File: src/hw/rtl/apbf_pkg.sv
`timescale 1ns / 1ps
// ----------------------------------------------------------------------------
// apbf_pkg
// Shared transaction types and codes of the articulation point / bridge finder.
// ----------------------------------------------------------------------------
package apbf_pkg;

  // configuration register width and reset value
  localparam int CNT_W = 5;
  localparam logic [CNT_W-1:0] NODE_COUNT_RST = 5'd16;

  // vertex id width of the fields and of one stored edge
  localparam int ID_W   = 4;
  localparam int EDGE_W = 2 * ID_W;

  // input mode codes
  localparam logic MODE_ADD = 1'b0;
  localparam logic MODE_RUN = 1'b1;

  // result kind codes
  localparam logic [1:0] KIND_CUT    = 2'd0;
  localparam logic [1:0] KIND_BRIDGE = 2'd1;
  localparam logic [1:0] KIND_DONE   = 2'd2;

  typedef struct packed {
    logic            mode;
    logic [ID_W-1:0] end_a;
    logic [ID_W-1:0] end_b;
  } in_item_t;

  typedef struct packed {
    logic [1:0]      kind;
    logic [ID_W-1:0] node_first;
    logic [ID_W-1:0] node_second;
    logic            overflow;
    logic            last;
  } out_item_t;

endpackage

File: src/hw/rtl/apbf_ram.sv
`timescale 1ns / 1ps
// ----------------------------------------------------------------------------
// apbf_ram
// Simple dual-port synchronous RAM: one write port, one registered read port.
// ----------------------------------------------------------------------------
module apbf_ram #(
  parameter int DEPTH = 16,
  parameter int WIDTH = 8
) (
  input  logic                     clk,
  input  logic                     we,
  input  logic [$clog2(DEPTH)-1:0] waddr,
  input  logic [WIDTH-1:0]         wdata,
  input  logic [$clog2(DEPTH)-1:0] raddr,
  output logic [WIDTH-1:0]         rdata
);

  logic [WIDTH-1:0] mem [DEPTH];
  logic [WIDTH-1:0] rdata_r;

  // write port
  always_ff @(posedge clk) begin
    if (we) begin
      mem[waddr] <= wdata;
    end
  end

  // read port, registered
  always_ff @(posedge clk) begin
    rdata_r <= mem[raddr];
  end

  assign rdata = rdata_r;

endmodule

File: src/hw/rtl/articulation_point_bridge_finder_unit.sv
`timescale 1ns / 1ps
// ----------------------------------------------------------------------------
// articulation_point_bridge_finder_unit
// Tarjan low-link search for cut vertices and bridges of an undirected graph.
// ----------------------------------------------------------------------------
// An add transaction stores one edge when it is in range and fits; no
// result follows. A run transaction holds the input stalled while a
// depth-first search walks the edge RAM: every vertex on the stack scans
// 2 x edge_total neighbor slots, each in ST_SCAN and ST_EDGE (plus ST_BACK
// when the neighbor is already visited, for the node RAM lookup), then finds
// its list exhausted in ST_SCAN. A push happens in ST_EDGE itself; each tree
// edge passes ST_POP1 and, unless the parent is the root, ST_POP2 when its
// child is popped (stack RAM and node RAM reads). ST_ROOT checks every vertex
// id as a root, and once more to end the search. Results then leave at up to
// one per cycle while out_stall does not hold the output register: a scan of
// cut vertices, a scan of bridge pairs over every vertex-id pair (MAX_NODES
// rounded up to a power of two), then the done transaction.
// ----------------------------------------------------------------------------
module articulation_point_bridge_finder_unit #(
  parameter int MAX_NODES = 16,
  parameter int MAX_EDGES = 64
) (
  input  logic                        clk,
  input  logic                        rst_n,
  input  logic                        in_valid,
  output logic                        in_stall,
  input  apbf_pkg::in_item_t          in_data,
  output logic                        out_valid,
  input  logic                        out_stall,
  output apbf_pkg::out_item_t         out_data,
  input  logic                        cfg_we,
  input  logic [apbf_pkg::CNT_W-1:0]  cfg_wdata
);

  localparam int VW   = $clog2(MAX_NODES);
  localparam int SPW  = $clog2(MAX_NODES + 1);
  localparam int ETW  = $clog2(MAX_EDGES + 1);
  localparam int EIW  = (MAX_EDGES > 1) ? $clog2(MAX_EDGES) : 1;
  localparam int EDEP = (MAX_EDGES > 1) ? MAX_EDGES : 2;
  localparam int CW   = ETW + 1;
  localparam int FW   = VW + CW + EIW;
  localparam int NEW  = 2 * VW;
  localparam int KW   = 2 * VW + 1;
  localparam int CNTW = apbf_pkg::CNT_W;

  typedef enum logic [3:0] {
    ST_IDLE, ST_ROOT, ST_SCAN, ST_EDGE, ST_BACK, ST_POP1, ST_POP2,
    ST_CUTS, ST_BRIDGES, ST_DONE
  } state_t;

  state_t                  state_r;
  logic [CNTW-1:0]         node_count_r;
  logic [ETW-1:0]          total_r;
  logic                    drop_r;
  logic [MAX_NODES-1:0]    visited_r;
  logic [MAX_NODES-1:0]    cut_r;
  logic [MAX_NODES-1:0]    bmat_r [MAX_NODES];
  logic [CNTW-1:0]         root_r;
  logic [VW-1:0]           timer_r;
  logic [SPW-1:0]          sp_r;
  logic [1:0]              rc_r;
  logic [VW-1:0]           top_v_r;
  logic [CW-1:0]           cur_r;
  logic [EIW-1:0]          via_r;
  logic [VW-1:0]           parent_v_r;
  logic [VW-1:0]           disc_u_r;
  logic [VW-1:0]           low_u_r;
  logic [VW-1:0]           v_r;
  logic [CNTW-1:0]         x_r;
  logic [KW-1:0]           k_r;
  logic                    out_valid_r;
  apbf_pkg::out_item_t     out_data_r;

  // memory ports
  logic                         edge_we;
  logic [EIW-1:0]               edge_waddr;
  logic [apbf_pkg::EDGE_W-1:0]  edge_rdata;
  logic                         node_we;
  logic [VW-1:0]                node_raddr;
  logic [NEW-1:0]               node_rdata;
  logic                         stk_we;
  logic [VW-1:0]                stk_waddr;
  logic [VW-1:0]                stk_raddr;
  logic [FW-1:0]                stk_wdata;
  logic [FW-1:0]                stk_rdata;

  // active vertex count: zero acts as one, clipped to MAX_NODES
  logic [CNTW-1:0] n_act;
  always_comb begin
    if (node_count_r == '0) begin
      n_act = CNTW'(1);
    end else if (node_count_r > CNTW'(MAX_NODES)) begin
      n_act = CNTW'(MAX_NODES);
    end else begin
      n_act = node_count_r;
    end
  end

  // input transaction decode
  logic in_acc;
  logic add_ok;
  assign in_acc = in_valid && !in_stall;
  assign add_ok = ({1'b0, in_data.end_a} < n_act) && ({1'b0, in_data.end_b} < n_act) &&
                  (total_r < ETW'(MAX_EDGES));

  // neighbor selection from the edge read in ST_EDGE
  logic [apbf_pkg::ID_W-1:0] ea, eb;
  logic                      e_inr;
  logic                      e_hit;
  logic [VW-1:0]             nb_v;
  logic                      can_push;
  always_comb begin
    ea    = edge_rdata[apbf_pkg::EDGE_W-1:apbf_pkg::ID_W];
    eb    = edge_rdata[apbf_pkg::ID_W-1:0];
    e_inr = ({1'b0, ea} < n_act) && ({1'b0, eb} < n_act);
    nb_v  = '0;
    e_hit = 1'b0;
    if (e_inr) begin
      if (!cur_r[0] && ea[VW-1:0] == top_v_r) begin
        nb_v  = eb[VW-1:0];
        e_hit = 1'b1;
      end else if (cur_r[0] && eb[VW-1:0] == top_v_r) begin
        nb_v  = ea[VW-1:0];
        e_hit = 1'b1;
      end
    end
    if (sp_r >= SPW'(2) && nb_v == parent_v_r) begin
      e_hit = 1'b0;
    end
    can_push = (sp_r < SPW'(MAX_NODES));
  end

  // scan status
  logic           scan_more;
  logic [SPW-1:0] sp_dec;
  assign scan_more = (cur_r < {total_r, 1'b0});
  assign sp_dec    = sp_r - SPW'(1);

  // output slot free
  logic slot_free;
  assign slot_free = !out_valid_r || !out_stall;

  // pop-time values
  logic [VW-1:0] disc_p, low_p;
  logic [VW-1:0] br_lo, br_hi;
  assign disc_p = node_rdata[NEW-1:VW];
  assign low_p  = node_rdata[VW-1:0];
  assign br_lo  = (top_v_r < parent_v_r) ? top_v_r : parent_v_r;
  assign br_hi  = (top_v_r < parent_v_r) ? parent_v_r : top_v_r;

  // back-edge target discovery time, bypass for a self loop on the top vertex
  logic [VW-1:0] disc_v;
  assign disc_v = (v_r == top_v_r) ? disc_u_r : node_rdata[NEW-1:VW];

  // bridge pair scan
  logic [VW-1:0] kx, ky;
  logic          pair_hit;
  assign kx = k_r[2*VW-1:VW];
  assign ky = k_r[VW-1:0];
  always_comb begin
    pair_hit = 1'b0;
    if (kx < ky && CNTW'(ky) < n_act) begin
      pair_hit = bmat_r[kx][ky];
    end
  end

  // memory port control
  assign edge_we    = in_acc && (in_data.mode == apbf_pkg::MODE_ADD) && add_ok;
  assign edge_waddr = total_r[EIW-1:0];
  assign node_we    = (state_r == ST_EDGE && e_hit && !visited_r[nb_v] && can_push) ||
                      (state_r == ST_SCAN && !scan_more);
  assign node_raddr = (state_r == ST_EDGE) ? nb_v : parent_v_r;
  assign stk_we     = (state_r == ST_EDGE) && e_hit && !visited_r[nb_v] && can_push;
  assign stk_waddr  = sp_dec[VW-1:0];
  assign stk_wdata  = {top_v_r, cur_r + CW'(1), via_r};
  assign stk_raddr  = VW'(sp_r - SPW'(2));

  // sequencer
  always_ff @(posedge clk) begin
    if (!rst_n) begin
      state_r      <= ST_IDLE;
      node_count_r <= apbf_pkg::NODE_COUNT_RST;
      total_r      <= '0;
      drop_r       <= 1'b0;
      visited_r    <= '0;
      cut_r        <= '0;
      for (int i = 0; i < MAX_NODES; i++) begin
        bmat_r[i] <= '0;
      end
      sp_r         <= '0;
      out_valid_r  <= 1'b0;
    end else begin
      if (cfg_we) begin
        node_count_r <= cfg_wdata;
      end
      if (out_valid_r && !out_stall) begin
        out_valid_r <= 1'b0;
      end
      unique case (state_r)
        ST_IDLE: begin
          if (in_acc) begin
            if (in_data.mode == apbf_pkg::MODE_ADD) begin
              if (add_ok) begin
                total_r <= total_r + ETW'(1);
              end else begin
                drop_r <= 1'b1;
              end
            end else begin
              visited_r <= '0;
              cut_r     <= '0;
              for (int i = 0; i < MAX_NODES; i++) begin
                bmat_r[i] <= '0;
              end
              root_r  <= '0;
              timer_r <= '0;
              state_r <= ST_ROOT;
            end
          end
        end
        ST_ROOT: begin
          if (root_r == n_act) begin
            x_r     <= '0;
            state_r <= ST_CUTS;
          end else if (visited_r[root_r[VW-1:0]]) begin
            root_r <= root_r + CNTW'(1);
          end else begin
            visited_r[root_r[VW-1:0]] <= 1'b1;
            disc_u_r <= timer_r;
            low_u_r  <= timer_r;
            timer_r  <= timer_r + VW'(1);
            top_v_r  <= root_r[VW-1:0];
            cur_r    <= '0;
            via_r    <= '0;
            sp_r     <= SPW'(1);
            rc_r     <= '0;
            state_r  <= ST_SCAN;
          end
        end
        ST_SCAN: begin
          if (scan_more) begin
            state_r <= ST_EDGE;
          end else begin
            // pop: write back top entry, fetch parent frame and entry
            sp_r <= sp_dec;
            if (sp_dec == '0) begin
              root_r  <= root_r + CNTW'(1);
              state_r <= ST_ROOT;
            end else begin
              state_r <= ST_POP1;
            end
          end
        end
        ST_EDGE: begin
          cur_r <= cur_r + CW'(1);
          v_r   <= nb_v;
          if (e_hit) begin
            if (visited_r[nb_v]) begin
              state_r <= ST_BACK;
            end else if (can_push) begin
              visited_r[nb_v] <= 1'b1;
              parent_v_r <= top_v_r;
              top_v_r    <= nb_v;
              disc_u_r   <= timer_r;
              low_u_r    <= timer_r;
              timer_r    <= timer_r + VW'(1);
              cur_r      <= '0;
              via_r      <= cur_r[EIW:1];
              sp_r       <= sp_r + SPW'(1);
              if (sp_r == SPW'(1) && rc_r != 2'd2) begin
                rc_r <= rc_r + 2'd1;
              end
              state_r <= ST_SCAN;
            end else begin
              state_r <= ST_SCAN;
            end
          end else begin
            state_r <= ST_SCAN;
          end
        end
        ST_BACK: begin
          if (disc_v < low_u_r) begin
            low_u_r <= disc_v;
          end
          state_r <= ST_SCAN;
        end
        ST_POP1: begin
          if (low_u_r > disc_p) begin
            bmat_r[br_lo][br_hi] <= 1'b1;
          end
          if ((sp_r >= SPW'(2) && low_u_r >= disc_p) ||
              (sp_r == SPW'(1) && rc_r > 2'd1)) begin
            cut_r[parent_v_r] <= 1'b1;
          end
          low_u_r  <= (low_u_r < low_p) ? low_u_r : low_p;
          disc_u_r <= disc_p;
          top_v_r  <= parent_v_r;
          cur_r    <= stk_rdata[CW+EIW-1:EIW];
          via_r    <= stk_rdata[EIW-1:0];
          state_r  <= (sp_r >= SPW'(2)) ? ST_POP2 : ST_SCAN;
        end
        ST_POP2: begin
          parent_v_r <= stk_rdata[FW-1:CW+EIW];
          state_r    <= ST_SCAN;
        end
        ST_CUTS: begin
          if (x_r == n_act) begin
            k_r     <= '0;
            state_r <= ST_BRIDGES;
          end else if (!cut_r[x_r[VW-1:0]]) begin
            x_r <= x_r + CNTW'(1);
          end else if (slot_free) begin
            out_valid_r            <= 1'b1;
            out_data_r.kind        <= apbf_pkg::KIND_CUT;
            out_data_r.node_first  <= apbf_pkg::ID_W'(x_r[VW-1:0]);
            out_data_r.node_second <= '0;
            out_data_r.overflow    <= 1'b0;
            out_data_r.last        <= 1'b0;
            x_r <= x_r + CNTW'(1);
          end
        end
        ST_BRIDGES: begin
          if (k_r[KW-1]) begin
            state_r <= ST_DONE;
          end else if (!pair_hit) begin
            k_r <= k_r + KW'(1);
          end else if (slot_free) begin
            out_valid_r            <= 1'b1;
            out_data_r.kind        <= apbf_pkg::KIND_BRIDGE;
            out_data_r.node_first  <= apbf_pkg::ID_W'(kx);
            out_data_r.node_second <= apbf_pkg::ID_W'(ky);
            out_data_r.overflow    <= 1'b0;
            out_data_r.last        <= 1'b0;
            k_r <= k_r + KW'(1);
          end
        end
        ST_DONE: begin
          if (slot_free) begin
            out_valid_r            <= 1'b1;
            out_data_r.kind        <= apbf_pkg::KIND_DONE;
            out_data_r.node_first  <= '0;
            out_data_r.node_second <= '0;
            out_data_r.overflow    <= drop_r;
            out_data_r.last        <= 1'b1;
            total_r   <= '0;
            drop_r    <= 1'b0;
            visited_r <= '0;
            cut_r     <= '0;
            state_r   <= ST_IDLE;
          end
        end
        default: begin
          state_r <= ST_IDLE;
        end
      endcase
    end
  end

  assign in_stall  = (state_r != ST_IDLE);
  assign out_valid = out_valid_r;
  assign out_data  = out_data_r;

  // edge store
  apbf_ram #(.DEPTH(EDEP), .WIDTH(apbf_pkg::EDGE_W)) u_edge_ram (
    .clk   (clk),
    .we    (edge_we),
    .waddr (edge_waddr),
    .wdata ({in_data.end_a, in_data.end_b}),
    .raddr (cur_r[EIW:1]),
    .rdata (edge_rdata)
  );

  // discovery time / low link table
  apbf_ram #(.DEPTH(MAX_NODES), .WIDTH(NEW)) u_node_ram (
    .clk   (clk),
    .we    (node_we),
    .waddr (top_v_r),
    .wdata ({disc_u_r, low_u_r}),
    .raddr (node_raddr),
    .rdata (node_rdata)
  );

  // search stack below the top frame
  apbf_ram #(.DEPTH(MAX_NODES), .WIDTH(FW)) u_stack_ram (
    .clk   (clk),
    .we    (stk_we),
    .waddr (stk_waddr),
    .wdata (stk_wdata),
    .raddr (stk_raddr),
    .rdata (stk_rdata)
  );

endmodule
File: config.mk
export PLATFORM = sky130hd
export DESIGN_NAME = articulation_point_bridge_finder_unit
export DESIGN_NICKNAME = d
export VERILOG_FILES = /design/src/hw/rtl/apbf_pkg.sv /design/src/hw/rtl/apbf_ram.sv /design/src/hw/rtl/articulation_point_bridge_finder_unit.sv
export SDC_FILE = /design/constraint.sdc
export NUM_CORES = 2
export LEC_CHECK = 0
export CORE_MARGIN = 4
export CORE_UTILIZATION = 40
export CTS_CLUSTER_SIZE = 10
export DETAILED_ROUTE_END_ITERATION = 8
export DONT_BUFFER_PORTS = 1
export PLACE_DENSITY_LB_ADDON = 0.05
export SETUP_SLACK_MARGIN = 0.02
export SLEW_MARGIN = 20
export SYNTH_ARGS = -nofsm -noshare
export SYNTH_HDL_FRONTEND = slang
export SYNTH_SLANG_ARGS = --single-unit
File: constraint.sdc
create_clock -name clk -period 8.1 [get_ports clk]
set_input_delay 1.62 -clock clk [delete_from_list [all_inputs] [get_ports clk]]
set_output_delay 1.62 -clock clk [all_outputs]
set_load 0.02 [all_outputs]
==> impl_metrics.py <==
metrics = {
    "flow_run": {
        "maxCapViolCount": 0,
    },
    "synth": {
        "synth.distinct_cells": 85,
        "synth-main-ff-cell": "edfxtp_1",
        "synth_nets": 3405,
        "synth-seq-cells": 1239,
        "netlist_instances": 3325,
        "ys_warn_count": 0,
        "syn-cell-area_um2": 50960,
        "synth_async_sr_flop_share_pct": 0,
        "ys_seq_area_share_pct": 66.27,
        "syn_area_per_cell_um2": 15.33,
        "synth_edf_count": 896,
    },
    "clock_network": {
        "cts_hold_buffers": 0,
        "cts_made_buffers": 146,
        "cts_max_path_buffers": 3,
        "cts_resized": 0,
        "cts_setup_buffers": 0,
        "clock_sinks": 1239,
        "clk-insertion-delay-late_ns": 0.76,
        "clockRootBuffer": "clkbuf_16",
        "clk_pin_slew_ns": 0.05,
        "htree_levels": 4,
        "cts_tree": "done",
    },
    "sta": {
        "tightestPinTransition_ns": 1.242,
        "holdWs_ns": 0.4451,
        "clock_skew_ns": 0.03372,
        "final-setup-viol-count": 0,
        "max_clock_freq_mhz": 188.9,
        "finalCritPeriodShare_pct": 65.35,
        "finalHoldViolations": 0,
        "rsz0062_at_grt": "false",
        "slew_headroom_pct": 17.22,
        "drv_slew": 0,
        "postLayoutSetupSlackWorst_ns": 2.807,
        "post-route-min-period_ns": 5.293,
        "fin_tns_setup_ns": 0,
    },
    "global_route": {
        "grt_pass1_vias": 29920,
        "grtUsageTotal_pct": 20.83,
        "grt_first_pass_wirelength_um": 205800,
        "antenna_found_initial": 2,
        "grt_max_degree": 257,
        "grt-ovfl-total": 0,
    },
    "floorplanning": {
        "core_area_um2": 126100,
        "die-area_um2": 133200,
        "start_util_pct": 40.43,
        "num_rows": 130,
        "die_w_um": 364.9,
        "boundaryPins": 33,
        "die_h_um": 364.9,
    },
    "drt": {
        "avgViaCountPerCell": 5.829,
        "drt-total-wl_um": 137600,
        "remaining_drc_errors": 0,
        "detail_route.wl_per_cell_um": 27.34,
        "drt-initial-drc-count": 2759,
        "postRouteAntennaNets": 0,
        "vias": 29340,
        "first_pass_iters": 5,
    },
    "placed_design": {
        "finalWeightedCongestion": 0.8644,
        "dpl.hpwl_um": 87210,
        "place_inst": 4810,
        "dp_slack_ns": 2.653,
        "io_buffer_count": 0,
    },
    "worst_hold_path": {
        "hold_path.class": "flip-flop to flip-flop",
    },
    "worst_setup_path": {
        "critPathCaptureType": "flip-flop",
        "worstPathArrival_ns": 5.66,
        "crit_required_ns": 8.46,
        "path_class": "flip-flop to flip-flop",
        "start_kind": "flip-flop",
        "critPathMaxFanout": 18,
    },
    "power": {
        "leakage_nw": 18.40,
        "power_per_cell_area_nw_per_um2": 280.9,
        "ir_worst_vdd_v": 0.0001819,
    },
    "finish": {
        "area_growth_pct": 11.68,
        "final_cells": 5034,
        "drive_gt1_share_pct": 17.00,
        "layout.nets": 3388,
    },
    "status": {
        "status": "complete, no violations",
    },
}
worst max-delay path, stage by stage, from the launching register on:
cell	delay, ns
dfxtp_1	0.50
clkinv_1	0.36
nand2_1	0.30
ha_1	0.29
a211oi_1	0.24
o22ai_1	0.11
a21oi_1	0.30
nand2_1	0.32
a21o_1	0.28
a221o_1	0.36
o21a_1	0.22
a211oi_4	0.41
a21oi_4	0.29
nor3_1	0.90
per-layer routing:
| metal | track usage (%) | up-vias | routed length, um |
|---|---|---|---|
| met5 | 0 | - | 23 |
| li1 | - | 12930 | - |
| met1 | 30.80 | 15230 | 63850 |
| met4 | 5.811 | 4 | 3465 |
| met2 | 31.91 | 945 | 62280 |
| met3 | 3.524 | 235 | 8021 |
kinds of logic (layout without fill, tap and decap cells):
logic type                 after synthesis  after routing  share of synthesized area [%]
DFF                                   1239           1239                          66.27
xor gates and xnor gates                54             54                         0.9281
AOI/OAI and AO/OA                      608            608                          8.367
adders and majority gates               61             61                          1.498
muxes                                  350            350                          14.27
other                                    0              2                              0
buffers and inverters                  261            318                          2.016
and+or+nand+nor                        752            752                          6.654
placed cells by master (no fill, tap or decap), types with 13 or more instances in the layout:
master / n
nand2_1: 306
edfxtp_1: 896
and2_1: 16
clkbuf_1: 48
a211oi_1: 48
ha_1: 61
buf_4: 36
o21a_1: 13
a22o_1: 154
inv_1: 56
clkbuf_16: 151
mux4_2: 300
o22ai_1: 21
dfxtp_1: 338
a21o_1: 15
a21oi_1: 56
a311oi_1: 18
nor2_1: 203
mux2i_1: 42
nor2b_1: 49
nor3_1: 26
nor4_1: 13
and3_1: 13
nand3_1: 41
o211ai_1: 14
xor2_1: 25
xnor2_1: 22
o21ai_0: 170
nand2b_1: 24
a31oi_1: 24
sequential cells by signal, summed over array words and instances, names as in the netlist, 5 cells and up, named ones only:
| register | flops |
|---|---|
| u_edge_ram.mem | 512 |
| bmat_r | 256 |
| u_stack_ram.mem | 192 |
| u_node_ram.mem | 128 |
| cut_r | 16 |
| visited_r | 16 |
| u_stack_ram.rdata | 12 |
| out_data | 11 |
| k_r | 9 |
| cur_r | 8 |
| u_edge_ram.rdata | 8 |
| u_node_ram.rdata | 8 |
| total_r | 7 |
| node_count_r | 5 |
| root_r | 5 |
| sp_r | 5 |
| x_r | 5 |
stage by stage:
| step | util (%) | total power, mW | area (um2) |
|---|---|---|---|
| 6_report | 45.15 | 15.99 | 56910 |
| 5_1_grt | 45.14 | 16.65 | 56910 |
| 4_1_cts | 45.10 | 16.16 | 56850 |
| 3_5_place_dp | 41.77 | 10.21 | 52660 |
| 3_3_place_gp | 41.75 | 10.18 | 52640 |
| 2_1_floorplan | - | 9.171 | 50960 |
synthesized netlist by cell type, types with 4 or more instances:
library cell	number	area, um2
xnor2_1	25	219.0
mux2_2	7	78.83
o211ai_1	14	105.1
buf_1	26	97.59
a211oi_1	48	360.4
mux2i_1	42	420.4
nor2b_1	49	306.5
a21oi_1	59	295.3
o21ai_0	172	860.8
or2_2	5	31.28
a221o_1	7	70.07
nand4_1	12	75.07
o22ai_1	21	131.4
o41ai_1	5	43.79
nand2_1	306	1149
xor2_1	29	254.0
nand3_1	41	205.2
inv_1	56	210.2
and3_1	13	81.33
nor3_1	30	150.1
nand2b_1	24	150.1
clkbuf_1	152	570.6
nor2_1	207	777.0
and2_1	16	100.1
a311oi_1	18	157.7
edfxtp_1	896	26910
mux4_2	300	6756
buf_2	23	115.1
ha_1	61	763.2
nor4_1	17	106.4
o21a_1	13	97.59
a21o_1	15	112.6
dfxtp_1	343	6867
a221oi_1	4	35.03
o31ai_1	5	37.54
o21ai_1	5	25.02
a31oi_1	26	162.7
or3_1	12	75.07
a22o_1	154	1349
final cells by class:
cell class	count	area (um2)
Antenna cell	2	5.005
Clock buffer	201	3986
Clock inverter	21	205.2
Fill cell	10900	69150
Inverter	57	214.0
Multi-Input combinational cell	1825	16340
Sequential cell	1239	33780
Tap cell	1650	2064
Timing Repair Buffer	39	312.8
where the power goes:
| group | leakage (nW) | internal [mW] | switching, mW | total, mW |
|---|---|---|---|---|
| combinational | 5.50 | 0.974 | 1.73 | 2.70 |
| clock | 2.03 | 3.43 | 2.48 | 5.92 |
| sequential | 10.9 | 7.10 | 0.268 | 7.37 |
| total | 18.4 | 11.5 | 4.48 | 16.0 |
worst paths after layout:
kind / from / endpoint / slack [ns] / depth (start not counted)
setup / recovery: node_count_r[4]$_SDFFE_PN1P_ / u_node_ram.mem[14][1]$_DFFE_PP_ / 2.81 / 13
hold / removal: bmat_r[15][11]$_DFF_P_ / bmat_r[15][11]$_DFF_P_ / 0.45 / 2
setup reg to reg: node_count_r[4]$_SDFFE_PN1P_ / u_node_ram.mem[14][1]$_DFFE_PP_ / 2.81 / 13
hold reg to reg: bmat_r[15][11]$_DFF_P_ / bmat_r[15][11]$_DFF_P_ / 0.45 / 2
(Power assumes the default switching activity.)
